$ cat src/hdl/qfis_pkg.sv
// shared types and constants for the quadratic stereo fade-in block
`default_nettype none

package qfis_pkg;

    localparam int SAMPLE_W = 16;

    // configuration register indexes
    localparam int CFG_IDX_W = 2;
    localparam logic [CFG_IDX_W-1:0] CFG_RAMP_LENGTH = 2'd0;
    localparam logic [CFG_IDX_W-1:0] CFG_SUSTAIN     = 2'd1;
    localparam logic [CFG_IDX_W-1:0] CFG_END_ENABLE  = 2'd2;

    localparam int RAMP_LENGTH_RESET = 48000;

    typedef logic signed [SAMPLE_W-1:0] t_sample;

    typedef enum logic [2:0] {
        ST_IDLE,
        ST_MUL,
        ST_DIV,
        ST_SCALE,
        ST_DONE
    } t_state;

endpackage

`default_nettype wire

$ cat src/hdl/qfis_in_if.sv
// input frame channel: valid/ready with a stereo sample pair
`default_nettype none

interface qfis_in_if;
    logic              valid;
    logic              ready;
    qfis_pkg::t_sample left_sample;
    qfis_pkg::t_sample right_sample;
    logic              block_end;

    modport source (output valid, output left_sample, output right_sample,
                    output block_end, input ready);
    modport sink   (input valid, input left_sample, input right_sample,
                    input block_end, output ready);
endinterface

`default_nettype wire

$ cat src/hdl/qfis_out_if.sv
// output frame channel: valid/ready with scaled samples and status flags
`default_nettype none

interface qfis_out_if;
    logic              valid;
    logic              ready;
    qfis_pkg::t_sample left_out;
    qfis_pkg::t_sample right_out;
    logic              in_ramp;
    logic              effect_done;
    logic              block_end_out;

    modport source (output valid, output left_out, output right_out, output in_ramp,
                    output effect_done, output block_end_out, input ready);
    modport sink   (input valid, input left_out, input right_out, input in_ramp,
                    input effect_done, input block_end_out, output ready);
endinterface

`default_nettype wire

$ cat src/hdl/qfis_smul.sv
// bit-serial shift-add multiplier, one multiplier bit per cycle
`default_nettype none

module qfis_smul #(
    parameter int A_W = 16,
    parameter int B_W = 16
) (
    input  wire logic               i_clk,
    input  wire logic               i_rst_n,
    input  wire logic               i_start,
    input  wire logic [A_W-1:0]     i_a,
    input  wire logic [B_W-1:0]     i_b,
    output logic                    o_done,
    output logic [A_W+B_W-1:0]      o_prod
);

    localparam int CNT_W = $clog2(B_W + 1);

    logic             r_busy;
    logic             r_done;
    logic [CNT_W-1:0] r_cnt;
    logic [A_W-1:0]   r_a;
    logic [A_W-1:0]   r_acc;
    logic [B_W-1:0]   r_low;
    logic [A_W:0]     n_sum;

    // acc stays below a, so the sum fits one extra bit
    assign n_sum = {1'b0, r_acc} + (r_low[0] ? {1'b0, r_a} : {(A_W+1){1'b0}});

    always_ff @(posedge i_clk) begin
        if (!i_rst_n) begin
            r_busy <= 1'b0;
            r_done <= 1'b0;
            r_cnt  <= '0;
        end else begin
            r_done <= 1'b0;
            if (i_start) begin
                r_busy <= 1'b1;
                r_cnt  <= CNT_W'(B_W);
            end else if (r_busy) begin
                r_cnt <= r_cnt - CNT_W'(1);
                if (r_cnt == CNT_W'(1)) begin
                    r_busy <= 1'b0;
                    r_done <= 1'b1;
                end
            end
        end
    end

    // product bits shift into the multiplier register as its bits are used
    always_ff @(posedge i_clk) begin
        if (i_start) begin
            r_a   <= i_a;
            r_acc <= '0;
            r_low <= i_b;
        end else if (r_busy) begin
            r_acc <= n_sum[A_W:1];
            r_low <= {n_sum[0], r_low[B_W-1:1]};
        end
    end

    assign o_done = r_done;
    assign o_prod = {r_acc, r_low};

    a_done_idle: assert property (@(posedge i_clk) disable iff (!i_rst_n)
        r_done |-> !r_busy)
        else $error("multiplier done while still busy");

    a_start_busy: assert property (@(posedge i_clk) disable iff (!i_rst_n)
        i_start |=> r_busy)
        else $error("multiplier did not start");

    a_idle_cnt: assert property (@(posedge i_clk) disable iff (!i_rst_n)
        !r_busy |-> r_cnt == '0)
        else $error("multiplier count left over when idle");

endmodule

`default_nettype wire

$ cat src/hdl/qfis_div.sv
// restoring divider, one quotient bit per cycle
`default_nettype none

module qfis_div #(
    parameter int N_W = 48,
    parameter int Q_W = 16
) (
    input  wire logic            i_clk,
    input  wire logic            i_rst_n,
    input  wire logic            i_start,
    input  wire logic [N_W-1:0]  i_num,
    input  wire logic [N_W-1:0]  i_den,
    output logic                 o_done,
    output logic [Q_W-1:0]       o_quo
);

    localparam int CNT_W = $clog2(Q_W + 1);

    logic             r_busy;
    logic             r_done;
    logic [CNT_W-1:0] r_cnt;
    logic [N_W-1:0]   r_rem;
    logic [N_W-1:0]   r_den;
    logic [Q_W-1:0]   r_quo;
    logic [N_W:0]     n_shift;
    logic [N_W:0]     n_diff;
    logic             n_ge;

    // remainder stays below the divisor, so doubling fits one extra bit
    assign n_shift = {r_rem, 1'b0};
    assign n_diff  = n_shift - {1'b0, r_den};
    assign n_ge    = !n_diff[N_W];

    always_ff @(posedge i_clk) begin
        if (!i_rst_n) begin
            r_busy <= 1'b0;
            r_done <= 1'b0;
            r_cnt  <= '0;
        end else begin
            r_done <= 1'b0;
            if (i_start) begin
                r_busy <= 1'b1;
                r_cnt  <= CNT_W'(Q_W);
            end else if (r_busy) begin
                r_cnt <= r_cnt - CNT_W'(1);
                if (r_cnt == CNT_W'(1)) begin
                    r_busy <= 1'b0;
                    r_done <= 1'b1;
                end
            end
        end
    end

    always_ff @(posedge i_clk) begin
        if (i_start) begin
            r_rem <= i_num;
            r_den <= i_den;
            r_quo <= '0;
        end else if (r_busy) begin
            r_rem <= n_ge ? n_diff[N_W-1:0] : n_shift[N_W-1:0];
            r_quo <= {r_quo[Q_W-2:0], n_ge};
        end
    end

    assign o_done = r_done;
    assign o_quo  = r_quo;

endmodule

`default_nettype wire

$ cat src/hdl/quadratic_fade_in_stereo.sv
// quadratic stereo fade-in: top level with control sequencer and frame datapath
//
// Frames enter on i_frame (valid/ready) and leave on o_frame (valid/ready), one
// result per frame, in order. Registers (ramp length, sustain, end enable) are
// written through i_cfg_we/i_cfg_idx/i_cfg_data; the user must write them only
// while the block is idle, and the block itself does not enforce this.
// A frame inside the ramp computes (2L-n)*n and L*L on bit-serial multipliers,
// divides them in a restoring divider and scales both samples on bit-serial
// multipliers; a handoff step follows each unit and a last step loads the
// output register. A sustain frame only scales, and a pass-through frame goes
// straight to loading the output. One frame is in work at a time; the serial
// units set the rate.
// The result sits in an output register, so once a frame has been finished
// the next one can be taken and worked on while the receiver stalls; the
// block holds in its final step only when that register is still full.
// Reset (synchronous, active low) clears the frame counter and held gain,
// loads the register defaults and empties the output register.
`default_nettype none

module quadratic_fade_in_stereo #(
    parameter int LENGTH_BITS    = 24,
    parameter int GAIN_FRAC_BITS = 16
) (
    input  wire logic                             i_clk,
    input  wire logic                             i_rst_n,
    qfis_in_if.sink                               i_frame,
    qfis_out_if.source                            o_frame,
    input  wire logic                             i_cfg_we,
    input  wire logic [qfis_pkg::CFG_IDX_W-1:0]   i_cfg_idx,
    input  wire logic [LENGTH_BITS-1:0]           i_cfg_data
);

    localparam int LB = LENGTH_BITS;
    localparam int GF = GAIN_FRAC_BITS;
    localparam int SW = qfis_pkg::SAMPLE_W;
    localparam int NW = 2 * LB;

    qfis_pkg::t_state r_state, n_state;

    logic [LB-1:0] r_len;
    logic          r_sus;
    logic          r_endb;
    logic [LB-1:0] r_fc;
    logic [GF-1:0] r_gain;

    logic [SW-1:0] r_lraw, r_rraw;
    logic          r_pass, r_inr, r_edone, r_bend;

    logic          r_ovalid;
    logic [SW-1:0] r_oleft, r_oright;
    logic          r_oinr, r_odone, r_obend;

    logic          in_acc;
    logic          ramp;
    logic [LB-1:0] fc_inc, fc_next;
    logic          edone;
    logic          mul_start, div_start, scl_start, out_load;
    logic          mul_done, div_done, scl_done;
    logic          den_done, scl_r_done;
    logic [LB:0]   num_a;
    logic [NW:0]   num_prod;
    logic [NW-1:0] den_prod;
    logic [GF-1:0] div_quo;
    logic [GF-1:0] scl_gain;
    logic [SW-1:0] l_mag, r_mag;
    logic [SW+GF-1:0] l_prod, r_prod;
    logic [SW-1:0] l_hi, r_hi, l_res, r_res;

    function automatic logic [SW-1:0] f_mag(input logic [SW-1:0] s);
        f_mag = s[SW-1] ? (~s + SW'(1)) : s;
    endfunction

    assign in_acc = i_frame.valid && i_frame.ready;
    assign ramp   = r_fc < r_len;
    assign fc_inc = r_fc + LB'(1);

    // counter advances in the ramp and in sustain, saturating at all ones
    always_comb begin
        if (ramp) begin
            fc_next = fc_inc;
        end else if (r_sus && (r_fc != {LB{1'b1}})) begin
            fc_next = fc_inc;
        end else begin
            fc_next = r_fc;
        end
    end

    assign edone = r_endb && (({1'b0, fc_next} + (LB+1)'(1)) >= {1'b0, r_len});
    assign num_a = {r_len, 1'b0} - {1'b0, r_fc};

    // sustain frames start scaling straight from the input port
    assign l_mag    = (r_state == qfis_pkg::ST_IDLE) ? f_mag(i_frame.left_sample)
                                                     : f_mag(r_lraw);
    assign r_mag    = (r_state == qfis_pkg::ST_IDLE) ? f_mag(i_frame.right_sample)
                                                     : f_mag(r_rraw);
    assign scl_gain = (r_state == qfis_pkg::ST_DIV) ? div_quo : r_gain;

    qfis_smul #(.A_W(LB + 1), .B_W(LB)) u_num_mul (
        .i_clk   (i_clk),
        .i_rst_n (i_rst_n),
        .i_start (mul_start),
        .i_a     (num_a),
        .i_b     (r_fc),
        .o_done  (mul_done),
        .o_prod  (num_prod)
    );

    qfis_smul #(.A_W(LB), .B_W(LB)) u_den_mul (
        .i_clk   (i_clk),
        .i_rst_n (i_rst_n),
        .i_start (mul_start),
        .i_a     (r_len),
        .i_b     (r_len),
        .o_done  (den_done),
        .o_prod  (den_prod)
    );

    qfis_div #(.N_W(NW), .Q_W(GF)) u_div (
        .i_clk   (i_clk),
        .i_rst_n (i_rst_n),
        .i_start (div_start),
        .i_num   (num_prod[NW-1:0]),
        .i_den   (den_prod),
        .o_done  (div_done),
        .o_quo   (div_quo)
    );

    qfis_smul #(.A_W(SW), .B_W(GF)) u_left_mul (
        .i_clk   (i_clk),
        .i_rst_n (i_rst_n),
        .i_start (scl_start),
        .i_a     (l_mag),
        .i_b     (scl_gain),
        .o_done  (scl_done),
        .o_prod  (l_prod)
    );

    qfis_smul #(.A_W(SW), .B_W(GF)) u_right_mul (
        .i_clk   (i_clk),
        .i_rst_n (i_rst_n),
        .i_start (scl_start),
        .i_a     (r_mag),
        .i_b     (scl_gain),
        .o_done  (scl_r_done),
        .o_prod  (r_prod)
    );

    // drop the fraction, then restore the sign: truncation toward zero
    assign l_hi  = l_prod[SW+GF-1:GF];
    assign r_hi  = r_prod[SW+GF-1:GF];
    assign l_res = r_pass ? r_lraw : (r_lraw[SW-1] ? (~l_hi + SW'(1)) : l_hi);
    assign r_res = r_pass ? r_rraw : (r_rraw[SW-1] ? (~r_hi + SW'(1)) : r_hi);

    always_ff @(posedge i_clk) begin
        if (!i_rst_n) begin
            r_state <= qfis_pkg::ST_IDLE;
        end else begin
            r_state <= n_state;
        end
    end

    always_comb begin
        n_state   = r_state;
        mul_start = 1'b0;
        div_start = 1'b0;
        scl_start = 1'b0;
        out_load  = 1'b0;
        case (r_state)
            qfis_pkg::ST_IDLE: begin
                if (i_frame.valid) begin
                    if (ramp) begin
                        mul_start = 1'b1;
                        n_state   = qfis_pkg::ST_MUL;
                    end else if (r_sus) begin
                        scl_start = 1'b1;
                        n_state   = qfis_pkg::ST_SCALE;
                    end else begin
                        n_state = qfis_pkg::ST_DONE;
                    end
                end
            end
            qfis_pkg::ST_MUL: begin
                if (mul_done) begin
                    div_start = 1'b1;
                    n_state   = qfis_pkg::ST_DIV;
                end
            end
            qfis_pkg::ST_DIV: begin
                if (div_done) begin
                    scl_start = 1'b1;
                    n_state   = qfis_pkg::ST_SCALE;
                end
            end
            qfis_pkg::ST_SCALE: begin
                if (scl_done) begin
                    n_state = qfis_pkg::ST_DONE;
                end
            end
            qfis_pkg::ST_DONE: begin
                if (!r_ovalid || o_frame.ready) begin
                    out_load = 1'b1;
                    n_state  = qfis_pkg::ST_IDLE;
                end
            end
            default: begin
                n_state = qfis_pkg::ST_IDLE;
            end
        endcase
    end

    // configuration, frame counter and held gain
    always_ff @(posedge i_clk) begin
        if (!i_rst_n) begin
            r_len  <= LB'(qfis_pkg::RAMP_LENGTH_RESET);
            r_sus  <= 1'b1;
            r_endb <= 1'b0;
            r_fc   <= '0;
            r_gain <= '0;
        end else begin
            if (i_cfg_we) begin
                case (i_cfg_idx)
                    qfis_pkg::CFG_RAMP_LENGTH: r_len  <= i_cfg_data;
                    qfis_pkg::CFG_SUSTAIN:     r_sus  <= i_cfg_data[0];
                    qfis_pkg::CFG_END_ENABLE:  r_endb <= i_cfg_data[0];
                    default: ;
                endcase
            end
            if (in_acc) begin
                r_fc <= fc_next;
            end
            if (div_done) begin
                r_gain <= div_quo;
            end
        end
    end

    // per-transaction capture
    always_ff @(posedge i_clk) begin
        if (in_acc) begin
            r_lraw  <= i_frame.left_sample;
            r_rraw  <= i_frame.right_sample;
            r_pass  <= !ramp && !r_sus;
            r_inr   <= ramp;
            r_edone <= edone;
            r_bend  <= i_frame.block_end;
        end
    end

    always_ff @(posedge i_clk) begin
        if (!i_rst_n) begin
            r_ovalid <= 1'b0;
        end else if (out_load) begin
            r_ovalid <= 1'b1;
        end else if (o_frame.ready) begin
            r_ovalid <= 1'b0;
        end
    end

    always_ff @(posedge i_clk) begin
        if (out_load) begin
            r_oleft  <= l_res;
            r_oright <= r_res;
            r_oinr   <= r_inr;
            r_odone  <= r_edone;
            r_obend  <= r_bend;
        end
    end

    assign i_frame.ready         = (r_state == qfis_pkg::ST_IDLE);
    assign o_frame.valid         = r_ovalid;
    assign o_frame.left_out      = r_oleft;
    assign o_frame.right_out     = r_oright;
    assign o_frame.in_ramp       = r_oinr;
    assign o_frame.effect_done   = r_odone;
    assign o_frame.block_end_out = r_obend;

    a_fc_monotonic: assert property (@(posedge i_clk) disable iff (!i_rst_n)
        $past(i_rst_n) |-> r_fc >= $past(r_fc))
        else $error("frame counter went backwards");

    a_gain_hold: assert property (@(posedge i_clk) disable iff (!i_rst_n)
        ($past(i_rst_n) && !$past(div_done)) |-> $stable(r_gain))
        else $error("gain changed without a division");

    a_mul_state: assert property (@(posedge i_clk) disable iff (!i_rst_n)
        mul_done |-> r_state == qfis_pkg::ST_MUL)
        else $error("multiply finished outside its step");

    a_div_state: assert property (@(posedge i_clk) disable iff (!i_rst_n)
        div_done |-> r_state == qfis_pkg::ST_DIV)
        else $error("division finished outside its step");

    // numerator must fit the divider and both ramp products finish together
    a_mul_lanes: assert property (@(posedge i_clk) disable iff (!i_rst_n)
        mul_done |-> (den_done && !num_prod[NW]))
        else $error("ramp products out of step or too wide");

    a_scl_lanes: assert property (@(posedge i_clk) disable iff (!i_rst_n)
        scl_done == scl_r_done)
        else $error("scaling lanes out of step");

endmodule

`default_nettype wire

$ cat src/flat_wrapper.sv
// flat-port wrapper written by rule: the top's interface ports become plain ports
module quadratic_fade_in_stereo_flat 
#(
    parameter int LENGTH_BITS    = 24,
    parameter int GAIN_FRAC_BITS = 16
)
  (i_clk, i_rst_n, i_cfg_we, i_cfg_idx, i_cfg_data, i_frame_valid, i_frame_left_sample, i_frame_right_sample, i_frame_block_end, i_frame_ready, o_frame_valid, o_frame_left_out, o_frame_right_out, o_frame_in_ramp, o_frame_effect_done, o_frame_block_end_out, o_frame_ready);
  qfis_in_if i_frame_i ();
  qfis_out_if o_frame_i ();
  input  wire logic i_clk;
  input  wire logic i_rst_n;
  input  wire logic i_cfg_we;
  input  wire logic [qfis_pkg::CFG_IDX_W-1:0] i_cfg_idx;
  input  wire logic [LENGTH_BITS-1:0] i_cfg_data;
  input wire logic [$bits(i_frame_i.valid)-1:0] i_frame_valid;
  input wire logic [$bits(i_frame_i.left_sample)-1:0] i_frame_left_sample;
  input wire logic [$bits(i_frame_i.right_sample)-1:0] i_frame_right_sample;
  input wire logic [$bits(i_frame_i.block_end)-1:0] i_frame_block_end;
  output wire logic [$bits(i_frame_i.ready)-1:0] i_frame_ready;
  output wire logic [$bits(o_frame_i.valid)-1:0] o_frame_valid;
  output wire logic [$bits(o_frame_i.left_out)-1:0] o_frame_left_out;
  output wire logic [$bits(o_frame_i.right_out)-1:0] o_frame_right_out;
  output wire logic [$bits(o_frame_i.in_ramp)-1:0] o_frame_in_ramp;
  output wire logic [$bits(o_frame_i.effect_done)-1:0] o_frame_effect_done;
  output wire logic [$bits(o_frame_i.block_end_out)-1:0] o_frame_block_end_out;
  input wire logic [$bits(o_frame_i.ready)-1:0] o_frame_ready;
  assign i_frame_i.valid = i_frame_valid;
  assign i_frame_i.left_sample = i_frame_left_sample;
  assign i_frame_i.right_sample = i_frame_right_sample;
  assign i_frame_i.block_end = i_frame_block_end;
  assign i_frame_ready = i_frame_i.ready;
  assign o_frame_valid = o_frame_i.valid;
  assign o_frame_left_out = o_frame_i.left_out;
  assign o_frame_right_out = o_frame_i.right_out;
  assign o_frame_in_ramp = o_frame_i.in_ramp;
  assign o_frame_effect_done = o_frame_i.effect_done;
  assign o_frame_block_end_out = o_frame_i.block_end_out;
  assign o_frame_i.ready = o_frame_ready;
  quadratic_fade_in_stereo #(.LENGTH_BITS(LENGTH_BITS), .GAIN_FRAC_BITS(GAIN_FRAC_BITS)) u_core (.i_clk(i_clk), .i_rst_n(i_rst_n), .i_frame(i_frame_i), .o_frame(o_frame_i), .i_cfg_we(i_cfg_we), .i_cfg_idx(i_cfg_idx), .i_cfg_data(i_cfg_data));
endmodule
$ cat config.mk
export PLATFORM = sky130hd
export DESIGN_NAME = quadratic_fade_in_stereo_flat
export DESIGN_NICKNAME = d
export VERILOG_FILES = /design/src/hdl/qfis_pkg.sv /design/src/hdl/qfis_in_if.sv /design/src/hdl/qfis_out_if.sv /design/src/hdl/qfis_smul.sv /design/src/hdl/qfis_div.sv /design/src/hdl/quadratic_fade_in_stereo.sv /design/src/flat_wrapper.sv
export SDC_FILE = /design/constraint.sdc
export NUM_CORES = 1
export LEC_CHECK = 0
export BUFFER_PORTS_ARGS = -buffer_cell sky130_fd_sc_hd__buf_4
export CAP_MARGIN = 40
export CORE_AREA = 8 8 234 236
export DETAILED_ROUTE_END_ITERATION = 8
export DIE_AREA = 0 0 242 244
export PLACE_DENSITY_LB_ADDON = 0.2
export SKIP_LAST_GASP = 1
export SYNTH_ARGS = -nofsm -noshare
export SYNTH_HDL_FRONTEND = slang
export SYNTH_SLANG_ARGS = --single-unit
$ cat constraint.sdc
create_clock -name i_clk -period 5.8 [get_ports i_clk]
set_input_delay 1.16 -clock i_clk [delete_from_list [all_inputs] [get_ports i_clk]]
set_output_delay 1.16 -clock i_clk [all_outputs]
set_load 0.03 [all_outputs]
## After elaboration in Yosys (flattened, before gate mapping)

Cells that the tools add are included.

| word-level totals | value |
|---|---|
| bits of input ports | 64 |
| output and inout bits | 37 |
| bits in latches | 0 |
| RAM bits | 0 |
| bits in registers | 528 |
| bits in read-only memories | 0 |
| memories kept | 0 |

| cells by class | value |
|---|---|
| add/subtract/negate cells | 19 |
| reduce and logical (&&, ||, !) cells | 27 |
| shifts and indexed selects | 0 |
| $mul | 0 |
| bitwise gates (word level) | 10 |
| equality and inequality tests | 17 |
| mux-type cells | 78 |
| div/mod/pow operators | 0 |
| magnitude comparators | 2 |

Operators with widths:

| cell | count |
|---|---|
| two-way mux 16 bit | 17 |
| two-way mux 24 bit | 7 |
| two-way mux 48 bit | 3 |
| adder 16 x 1 -> 16 bit (second input constant) | 6 |
| NOT 16 bit | 6 |
| two-way mux 5 bit | 10 |
| subtractor 49 x 48 -> 49 bit | 1 |
| adder 16 x 17 -> 17 bit | 2 |
| two-way mux 1 bit | 31 |
| adder 25 x 26 -> 26 bit | 1 |
| adder 24 x 1 -> 25 bit (second input constant) | 1 |
| adder 24 x 25 -> 25 bit | 1 |
| == test 5 x 1 -> 1 bit (second input constant) | 5 |
| >= comparator 25 x 24 -> 1 bit | 1 |
| two-way mux 25 bit | 1 |
| subtractor 25 x 24 -> 25 bit | 1 |
| subtractor 5 x 1 -> 5 bit (second input constant) | 5 |
| adder 24 x 1 -> 24 bit (second input constant) | 1 |
| < comparator 24 bit | 1 |
| != test 24 bit (second input constant) | 1 |
| two-way mux 3 bit | 7 |
| one-hot mux 3 bit (5 select lines) | 1 |
| nonzero test 2 bit | 6 |
| OR reduction 3 bit | 3 |
| other kinds (17) | 34 |

## Logic depth before layout (Yosys ltp)

| logic depth | value |
|---|---|
| word-level depth | 7 |
| depth in mapped cells | 30 |

## By module

From an unflattened synthesis, not the netlist that was laid out.

| unflattened totals | value |
|---|---|
| cells, all modules | 3,398 |
| area, all modules | 33,275.7 sq um |

Modules (own cells, without submodules):

| module | area an instance (sq um) | seq. area each (sq um) | cells each | times used |
|---|---|---|---|---|
| quadratic_fade_in_stereo | 11,049.3 | 3,533.4 | 1,292 | 1 |
| qfis_div | 7,778.7 | 3,343.2 | 795 | 1 |
| qfis_smul (u_core.u_left_mul ...) | 2,849.0 | 1,421.4 | 255 | 2 |
| qfis_smul (u_core.u_num_mul) | 4,429.2 | 2,112.0 | 415 | 1 |
| qfis_smul (u_core.u_den_mul) | 4,320.4 | 2,062.0 | 386 | 1 |

## Worst setup path before layout

Ideal clock, no wire load.

| path | value |
|---|---|
| path kind | register to register |
| start | register u_core.r_fc[1] |
| end | register u_core.r_edone (data pin) |
| setup time | 261 ps |
| arrival time | 4,806 ps |
| data required time | 5,539 ps |
| setup slack | 733 ps |
| stages on the path, launching flop included | 28 |
| path buffers | 3 |
| cells stage by stage | dfxtp_1 > ha_1 > buf_2 > nand3_2 > nor2_2 > and3_1 > buf_2 > a31oi_1 > nor2_1 > clkbuf_1 > xnor2_1 > ha_1 > o21ai_0 > a211oi_1 > and3_1 > a211oi_1 > a211oi_1 > ha_1 > a21oi_1 > nor2b_1 > o21ai_0 > nand2b_1 > a21oi_1 > nor2b_1 > o211ai_1 > o2111ai_1 > a21oi_1 > o21ai_0 |

| on the way | value |
|---|---|
| word-level cells in the longest chain between the ends | 7 |
| elaborated cells on any way between the ends | 9 |
| classes of those cells | add/sub (2); order compare (2); eq/ne (1); mux (2); reduce/logical (2) |

Ends and longest elaborated chain:

| item | line | source |
|---|---|---|
| from (decl) | quadratic_fade_in_stereo.sv:43 | `logic [LB-1:0] r_fc;` |
| from (signal assigned) | quadratic_fade_in_stereo.sv:229 | `r_fc <= fc_next;` |
| branches (longest 3 deep; another with < comparator 24 bit) | - |  |
| two-way mux 24 bit (*) | quadratic_fade_in_stereo.sv:79 | `if (ramp) begin` |
| via u_core.fc_next[0] | quadratic_fade_in_stereo.sv:55 | `logic [LB-1:0] fc_inc, fc_next;` |
| adder 24 x 1 -> 25 bit (*) | quadratic_fade_in_stereo.sv:88 | `assign edone = r_endb && (({1'b0, fc_next} + (LB+1)'(1)) >= {1'b0, r_len});` |
| >= comparator 25 x 24 -> 1 bit (*) | quadratic_fade_in_stereo.sv:88 |  |
| logical AND 1 bit (*) | quadratic_fade_in_stereo.sv:88 |  |
| via u_core.edone | quadratic_fade_in_stereo.sv:56 | `logic edone;` |
| to (signal assigned) | quadratic_fade_in_stereo.sv:244 | `r_edone <= edone;` |
| to (decl) | quadratic_fade_in_stereo.sv:47 | `logic r_pass, r_inr, r_edone, r_bend;` |

Mark *: on every way through the listed nets, which the timed path passes.
A chain may end at the register's enable or synchronous reset.

## Final worst setup path

| path | value |
|---|---|
| start | register u_core.r_len[21] |
| end | register u_core.r_edone (data pin) |

| on the way | value |
|---|---|
| word-level cells in the longest chain between the ends | 5 |

Ends and longest elaborated chain:

| item | line | source |
|---|---|---|
| from (decl) | quadratic_fade_in_stereo.sv:40 | `logic [LB-1:0] r_len;` |
| from (signal assigned) | quadratic_fade_in_stereo.sv:214 | `r_len <= LB'(qfis_pkg::RAMP_LENGTH_RESET);` |
| from (signal assigned) | quadratic_fade_in_stereo.sv:222 | `qfis_pkg::CFG_RAMP_LENGTH: r_len <= i_cfg_data;` |
| < comparator 24 bit | quadratic_fade_in_stereo.sv:74 | `assign ramp = r_fc < r_len;` |
| two-way mux 24 bit | quadratic_fade_in_stereo.sv:79 |  |
| adder 24 x 1 -> 25 bit | quadratic_fade_in_stereo.sv:88 |  |
| >= comparator 25 x 24 -> 1 bit (*) | quadratic_fade_in_stereo.sv:88 |  |
| logical AND 1 bit (*) | quadratic_fade_in_stereo.sv:88 |  |
| via u_core.edone | quadratic_fade_in_stereo.sv:56 |  |

Mark *: on every way through the listed nets, which the timed path passes. The rest lies on a longest branch.

==> impl_metrics.xml <==
<?xml version="1.0" encoding="UTF-8"?>
<metrics>
  <group name="logic_synthesis">
    <metric name="synth.ff_latch_count" unit="">528</metric>
    <metric name="synth_top_area_share" unit="%">31.0</metric>
    <metric name="yosysWarningCount" unit="">0</metric>
    <metric name="synthDominantAreaCellType" unit="">sky130_fd_sc_hd__edfxtp_1</metric>
    <metric name="synthesis.area_per_instance" unit="sq um">9.38</metric>
    <metric name="synth_top_cells_by_count" unit="">sky130_fd_sc_hd__nand2_1 (403), sky130_fd_sc_hd__edfxtp_1 (328), sky130_fd_sc_hd__nor2_1 (267)</metric>
    <metric name="synth_fp_nets" unit="">3670</metric>
    <metric name="synth-async-reset-ratio" unit="%">0</metric>
    <metric name="synth_top_cells_by_area" unit="">sky130_fd_sc_hd__edfxtp_1 (31%), sky130_fd_sc_hd__dfxtp_1 (13%), sky130_fd_sc_hd__ha_1 (8.5%)</metric>
    <metric name="ys_seq_area_share" unit="%">43.7</metric>
    <metric name="postSynthCellCount" unit="">3384</metric>
    <metric name="synth_cell_type_count" unit="">84</metric>
    <metric name="dominantRegCellSynth" unit="">sky130_fd_sc_hd__edfxtp_1</metric>
    <metric name="synth.cell_area" unit="sq mm">0.0317</metric>
    <metric name="synthMostInstantiatedCell" unit="">sky130_fd_sc_hd__nand2_1</metric>
    <metric name="edff_count_synth" unit="">328</metric>
  </group>
  <group name="placed_design">
    <metric name="dpl_worst_slack" unit="ns">0.353</metric>
    <metric name="io_buffer_count" unit="">100</metric>
    <metric name="post_dp_cell_area" unit="sq mm">0.0333</metric>
    <metric name="place_hpwl" unit="mm">62.9</metric>
    <metric name="gpl.final_weighted_congestion" unit="">0.995</metric>
  </group>
  <group name="critical_path">
    <metric name="kind_of_capture_point_of_the_worst_setup_path" unit="">flip-flop</metric>
    <metric name="path_buf_inv" unit="">2</metric>
    <metric name="critical-path-top-delay-family" unit="">compound AO/OA/AOI/OAI gates</metric>
    <metric name="cp_slowest_stage_delay" unit="ns">0.50</metric>
    <metric name="critPathKind" unit="">flip-flop to flip-flop</metric>
    <metric name="crit_path_arrival_time" unit="ns">5.79</metric>
    <metric name="reg2reg_depth" unit="">21</metric>
    <metric name="critical_path_required" unit="ns">6.15</metric>
    <metric name="crit_path_max_fanout" unit="">5</metric>
    <metric name="critical-path-top-cell-by-count" unit="">sky130_fd_sc_hd__a21o_1</metric>
    <metric name="critical_path.cell_chain" unit="">inv_1 &gt; ha_1 &gt; a21o_1 &gt; a21o_1 &gt; a21oi_1 &gt; o21a_1 &gt; o211ai_2 &gt; buf_4 &gt; a2111oi_0 &gt; xnor2_1 &gt; or3b_4 &gt; a2111oi_4 &gt; nand2_1 &gt; xnor2_1 &gt; ha_1 &gt; a21o_1 &gt; a21o_1 &gt; a21oi_1 &gt; o2111ai_1 &gt; a21oi_1 &gt; o21ai_0</metric>
    <metric name="r2r_slack" unit="ns">0.36</metric>
    <metric name="crit-reg2reg-capture" unit="">u_core.r_edone</metric>
    <metric name="cp-start-kind" unit="">flip-flop</metric>
    <metric name="source_of_the_worst_register_to_register_timing_path" unit="">u_core.r_len[21]</metric>
    <metric name="crit_slowest_cell" unit="">sky130_fd_sc_hd__a2111oi_4</metric>
    <metric name="timing.critical_path.from" unit="">u_core.r_len[21]</metric>
  </group>
  <group name="detailed_routing">
    <metric name="detail_route.first_pass.iterations" unit="">7</metric>
    <metric name="drt_iter0_drc" unit="">1911</metric>
    <metric name="route.detailed.drc" unit="">0</metric>
    <metric name="routed_wl" unit="mm">83.7</metric>
    <metric name="drt.antenna.violating_nets" unit="">0</metric>
    <metric name="vias" unit="">25100</metric>
    <metric name="via_count_normalized_by_instance_count" unit="">6.02</metric>
    <metric name="wire_per_inst" unit="um">20.1</metric>
  </group>
  <group name="global_routing">
    <metric name="grt-ovfl-total" unit="">0</metric>
    <metric name="number_of_antenna_violations_at_the_first_check_in_global_routing" unit="">0</metric>
    <metric name="via_count_of_the_first_global_routing_pass" unit="">24900</metric>
    <metric name="grt_max_degree" unit="">68</metric>
    <metric name="gr-usage-all-layers" unit="%">27.2</metric>
    <metric name="global_route_wire_length_before_repair" unit="mm">132</metric>
  </group>
  <group name="timing">
    <metric name="worst_slew_margin_rel" unit="%">37.9</metric>
    <metric name="achievable-frequency" unit="GHz">0.184</metric>
    <metric name="setup_ws" unit="ns">0.358</metric>
    <metric name="worst_slew_pin_slew" unit="ns">0.908</metric>
    <metric name="final.min_clock_period" unit="ns">5.44</metric>
    <metric name="finalHoldViolations" unit="">0</metric>
    <metric name="period_share" unit="%">93.8</metric>
    <metric name="timing.final.max_slew_violations" unit="">0</metric>
    <metric name="setup_viol" unit="">0</metric>
    <metric name="finalClockSkew" unit="ns">0.0238</metric>
    <metric name="timing.setup.tns" unit="ns">0</metric>
    <metric name="grt_setup_unrepaired" unit="">no</metric>
  </group>
  <group name="finish">
    <metric name="drive_gt1_share" unit="%">7.73</metric>
    <metric name="diodes" unit="">0</metric>
    <metric name="final_cell_area" unit="sq mm">0.0351</metric>
    <metric name="area_growth_syn_to_layout" unit="%">10.5</metric>
    <metric name="final_util" unit="%">68.9</metric>
    <metric name="finalNetCount" unit="">3735</metric>
  </group>
  <group name="clock_tree">
    <metric name="cts_tree" unit="">built</metric>
    <metric name="cts-buffers-inserted" unit="">52</metric>
    <metric name="cts_root_buffer" unit="">sky130_fd_sc_hd__clkbuf_16</metric>
    <metric name="insertion_delay" unit="ns">0.62</metric>
    <metric name="cts.reportedPaths.clkPinSlew" unit="ns">0.06</metric>
    <metric name="cts.sinks" unit="">528</metric>
    <metric name="cts-hold-fix-buffers" unit="">0</metric>
    <metric name="htree_num_levels" unit="">2</metric>
    <metric name="clk_buf_depth" unit="">3</metric>
  </group>
  <group name="die">
    <metric name="top_level_ports" unit="">101</metric>
    <metric name="die-width" unit="um">242</metric>
    <metric name="chipHeight" unit="um">244</metric>
    <metric name="core_region_area" unit="sq mm">0.0509</metric>
    <metric name="num_rows" unit="">83</metric>
    <metric name="die_area" unit="sq mm">0.0590</metric>
    <metric name="effective_utilization_at_floorplan" unit="%">62.4</metric>
  </group>
  <group name="worst_hold_path">
    <metric name="class_of_the_tightest_hold_or_removal_check" unit="">flip-flop to flip-flop</metric>
    <metric name="hold-path-endpoint" unit="">u_core.o_frame.block_end_out</metric>
    <metric name="min-delay-start" unit="">u_core.r_bend</metric>
    <metric name="hold_path_depth" unit="">0</metric>
  </group>
  <group name="power_and_ir_drop">
    <metric name="leakagePower" unit="nW">13.9</metric>
    <metric name="vdd_ir_drop_max" unit="uV">253</metric>
    <metric name="pwr_density_cell" unit="mW/mm^2">330</metric>
  </group>
  <group name="outcome">
    <metric name="status" unit="">finished clean</metric>
  </group>
  <group name="job">
    <metric name="cap_violations" unit="">0</metric>
  </group>
</metrics>
[logic make-up after synthesis]
family                   Yosys count  share of synthesized area (%)
multiplexers                     132                           4.17
adder cells (fa/ha/maj)          222                           8.89
flip-flops                       528                           43.7
AO/OA/AOI/OAI                    797                           15.5
buffers and inverters            327                           3.99
AND/OR/NAND/NOR                 1107                           16.3
XOR/XNOR                         271                           7.50
[how the worst max path moves through the flow]
stage / endpoint / cells past startpoint
after floorplan: u_core.r_edone / 27
after global placement: u_core.r_edone / 21
after detailed placement: u_core.r_edone / 21
after CTS: u_core.r_edone / 21
after global routing: u_core.r_edone / 21
final: u_core.r_edone / 21
[layout by cell type, fill, tap and decap left out, types with 8 or more instances in the layout]
master	instances
sky130_fd_sc_hd__a211oi_1	35
sky130_fd_sc_hd__a21boi_0	11
sky130_fd_sc_hd__a21o_1	68
sky130_fd_sc_hd__a21oi_1	202
sky130_fd_sc_hd__a31oi_1	24
sky130_fd_sc_hd__and2_1	84
sky130_fd_sc_hd__and3_1	22
sky130_fd_sc_hd__buf_4	147
sky130_fd_sc_hd__clkbuf_1	9
sky130_fd_sc_hd__clkbuf_16	56
sky130_fd_sc_hd__clkinv_2	13
sky130_fd_sc_hd__dfxtp_1	200
sky130_fd_sc_hd__edfxtp_1	328
sky130_fd_sc_hd__ha_1	216
sky130_fd_sc_hd__inv_1	175
sky130_fd_sc_hd__mux2i_1	131
sky130_fd_sc_hd__nand2_1	402
sky130_fd_sc_hd__nand2b_1	35
sky130_fd_sc_hd__nand3_1	68
sky130_fd_sc_hd__nand3b_1	10
sky130_fd_sc_hd__nand4_1	25
sky130_fd_sc_hd__nor2_1	266
sky130_fd_sc_hd__nor2b_1	37
sky130_fd_sc_hd__nor3_1	64
sky130_fd_sc_hd__nor4_1	16
sky130_fd_sc_hd__o2111ai_1	8
sky130_fd_sc_hd__o211ai_1	22
sky130_fd_sc_hd__o21a_1	54
sky130_fd_sc_hd__o21ai_0	264
sky130_fd_sc_hd__o21bai_1	13
sky130_fd_sc_hd__o31ai_1	19
sky130_fd_sc_hd__or3_1	39
sky130_fd_sc_hd__or4_1	9
sky130_fd_sc_hd__xnor2_1	185
sky130_fd_sc_hd__xor2_1	85
[layout make-up]
type                    instances  area, sq um
clock buffers                  71         1520
inverters                     183          692
well taps                     680          851
flip-flops and latches        528        13900
clock inverters                25          248
repair buffers                155         1260
fillers                      3892        15800
multi-input cells            2529        16700
[layer usage]
layer | part of all wire (%) | global-route usage, %
met1 | 43 | 34.6
met2 | 49 | 47.5
met3 | 6.0 | 4.28
met4 | 3.0 | 8.71
met5 | 0 | 0
[state kept, by name, summed over array words and instances (netlist names), 16 cells and up]
name and cells:
u_core.r_rraw 16, u_core.r_fc 24, u_core.u_den_mul.r_low 24, u_core.r_lraw 16, u_core.u_right_mul.r_acc 16, u_core.u_div.o_quo 16, u_core.r_gain 16, u_core.o_frame.right_out 16
u_core.u_left_mul.r_low 16, u_core.u_div.r_den 48, u_core.u_right_mul.r_low 16, u_core.u_num_mul.r_acc 25, u_core.u_num_mul.r_low 24, u_core.o_frame.left_out 16, u_core.u_left_mul.r_a 16, u_core.u_div.r_rem 48
u_core.u_right_mul.r_a 16, u_core.u_den_mul.r_acc 24, u_core.u_left_mul.r_acc 16, u_core.u_num_mul.r_a 25, u_core.u_den_mul.r_a 24, u_core.r_len 24
[report_power, final]
part           switching, mW  internal (mW)  total (mW)
clock                   1.49           2.02        3.50
sequential             0.557           4.62        5.17
combinational           1.68           1.23        2.91
total                   3.72           7.86        11.6
[worst reg2reg max path, delay by kind of cell (launching register included)]
| kind | cells | cell delay (ns) |
|---|---|---|
| flip-flops | 1 | 0.39 |
| XOR/XNOR | 2 | 0.41 |
| adder cells (fa/ha/maj) | 2 | 0.57 |
| AO/OA/AOI/OAI | 13 | 2.93 |
| buffers and inverters | 2 | 0.29 |
| AND/OR/NAND/NOR | 2 | 0.60 |
[repair_timing]
action	4_1_cts	5_1_grt
setup endpoints to repair	0	1
setup buffers	0	1
resized for setup	0	2
[through the flow]
stage | cells | power (mW) | hold slack (ns)
after detailed placement | 4074 | 8.07 | 0.418
after floorplan | 3384 | 7.20 | 0.400
after CTS | 4170 | 11.6 | 0.433
final | 4171 | 11.6 | 0.434
after global routing | 4171 | 12.1 | 0.431
after global placement | 4067 | 7.93 | 0.403
Note: power is estimated with default switching activity, not from simulation.
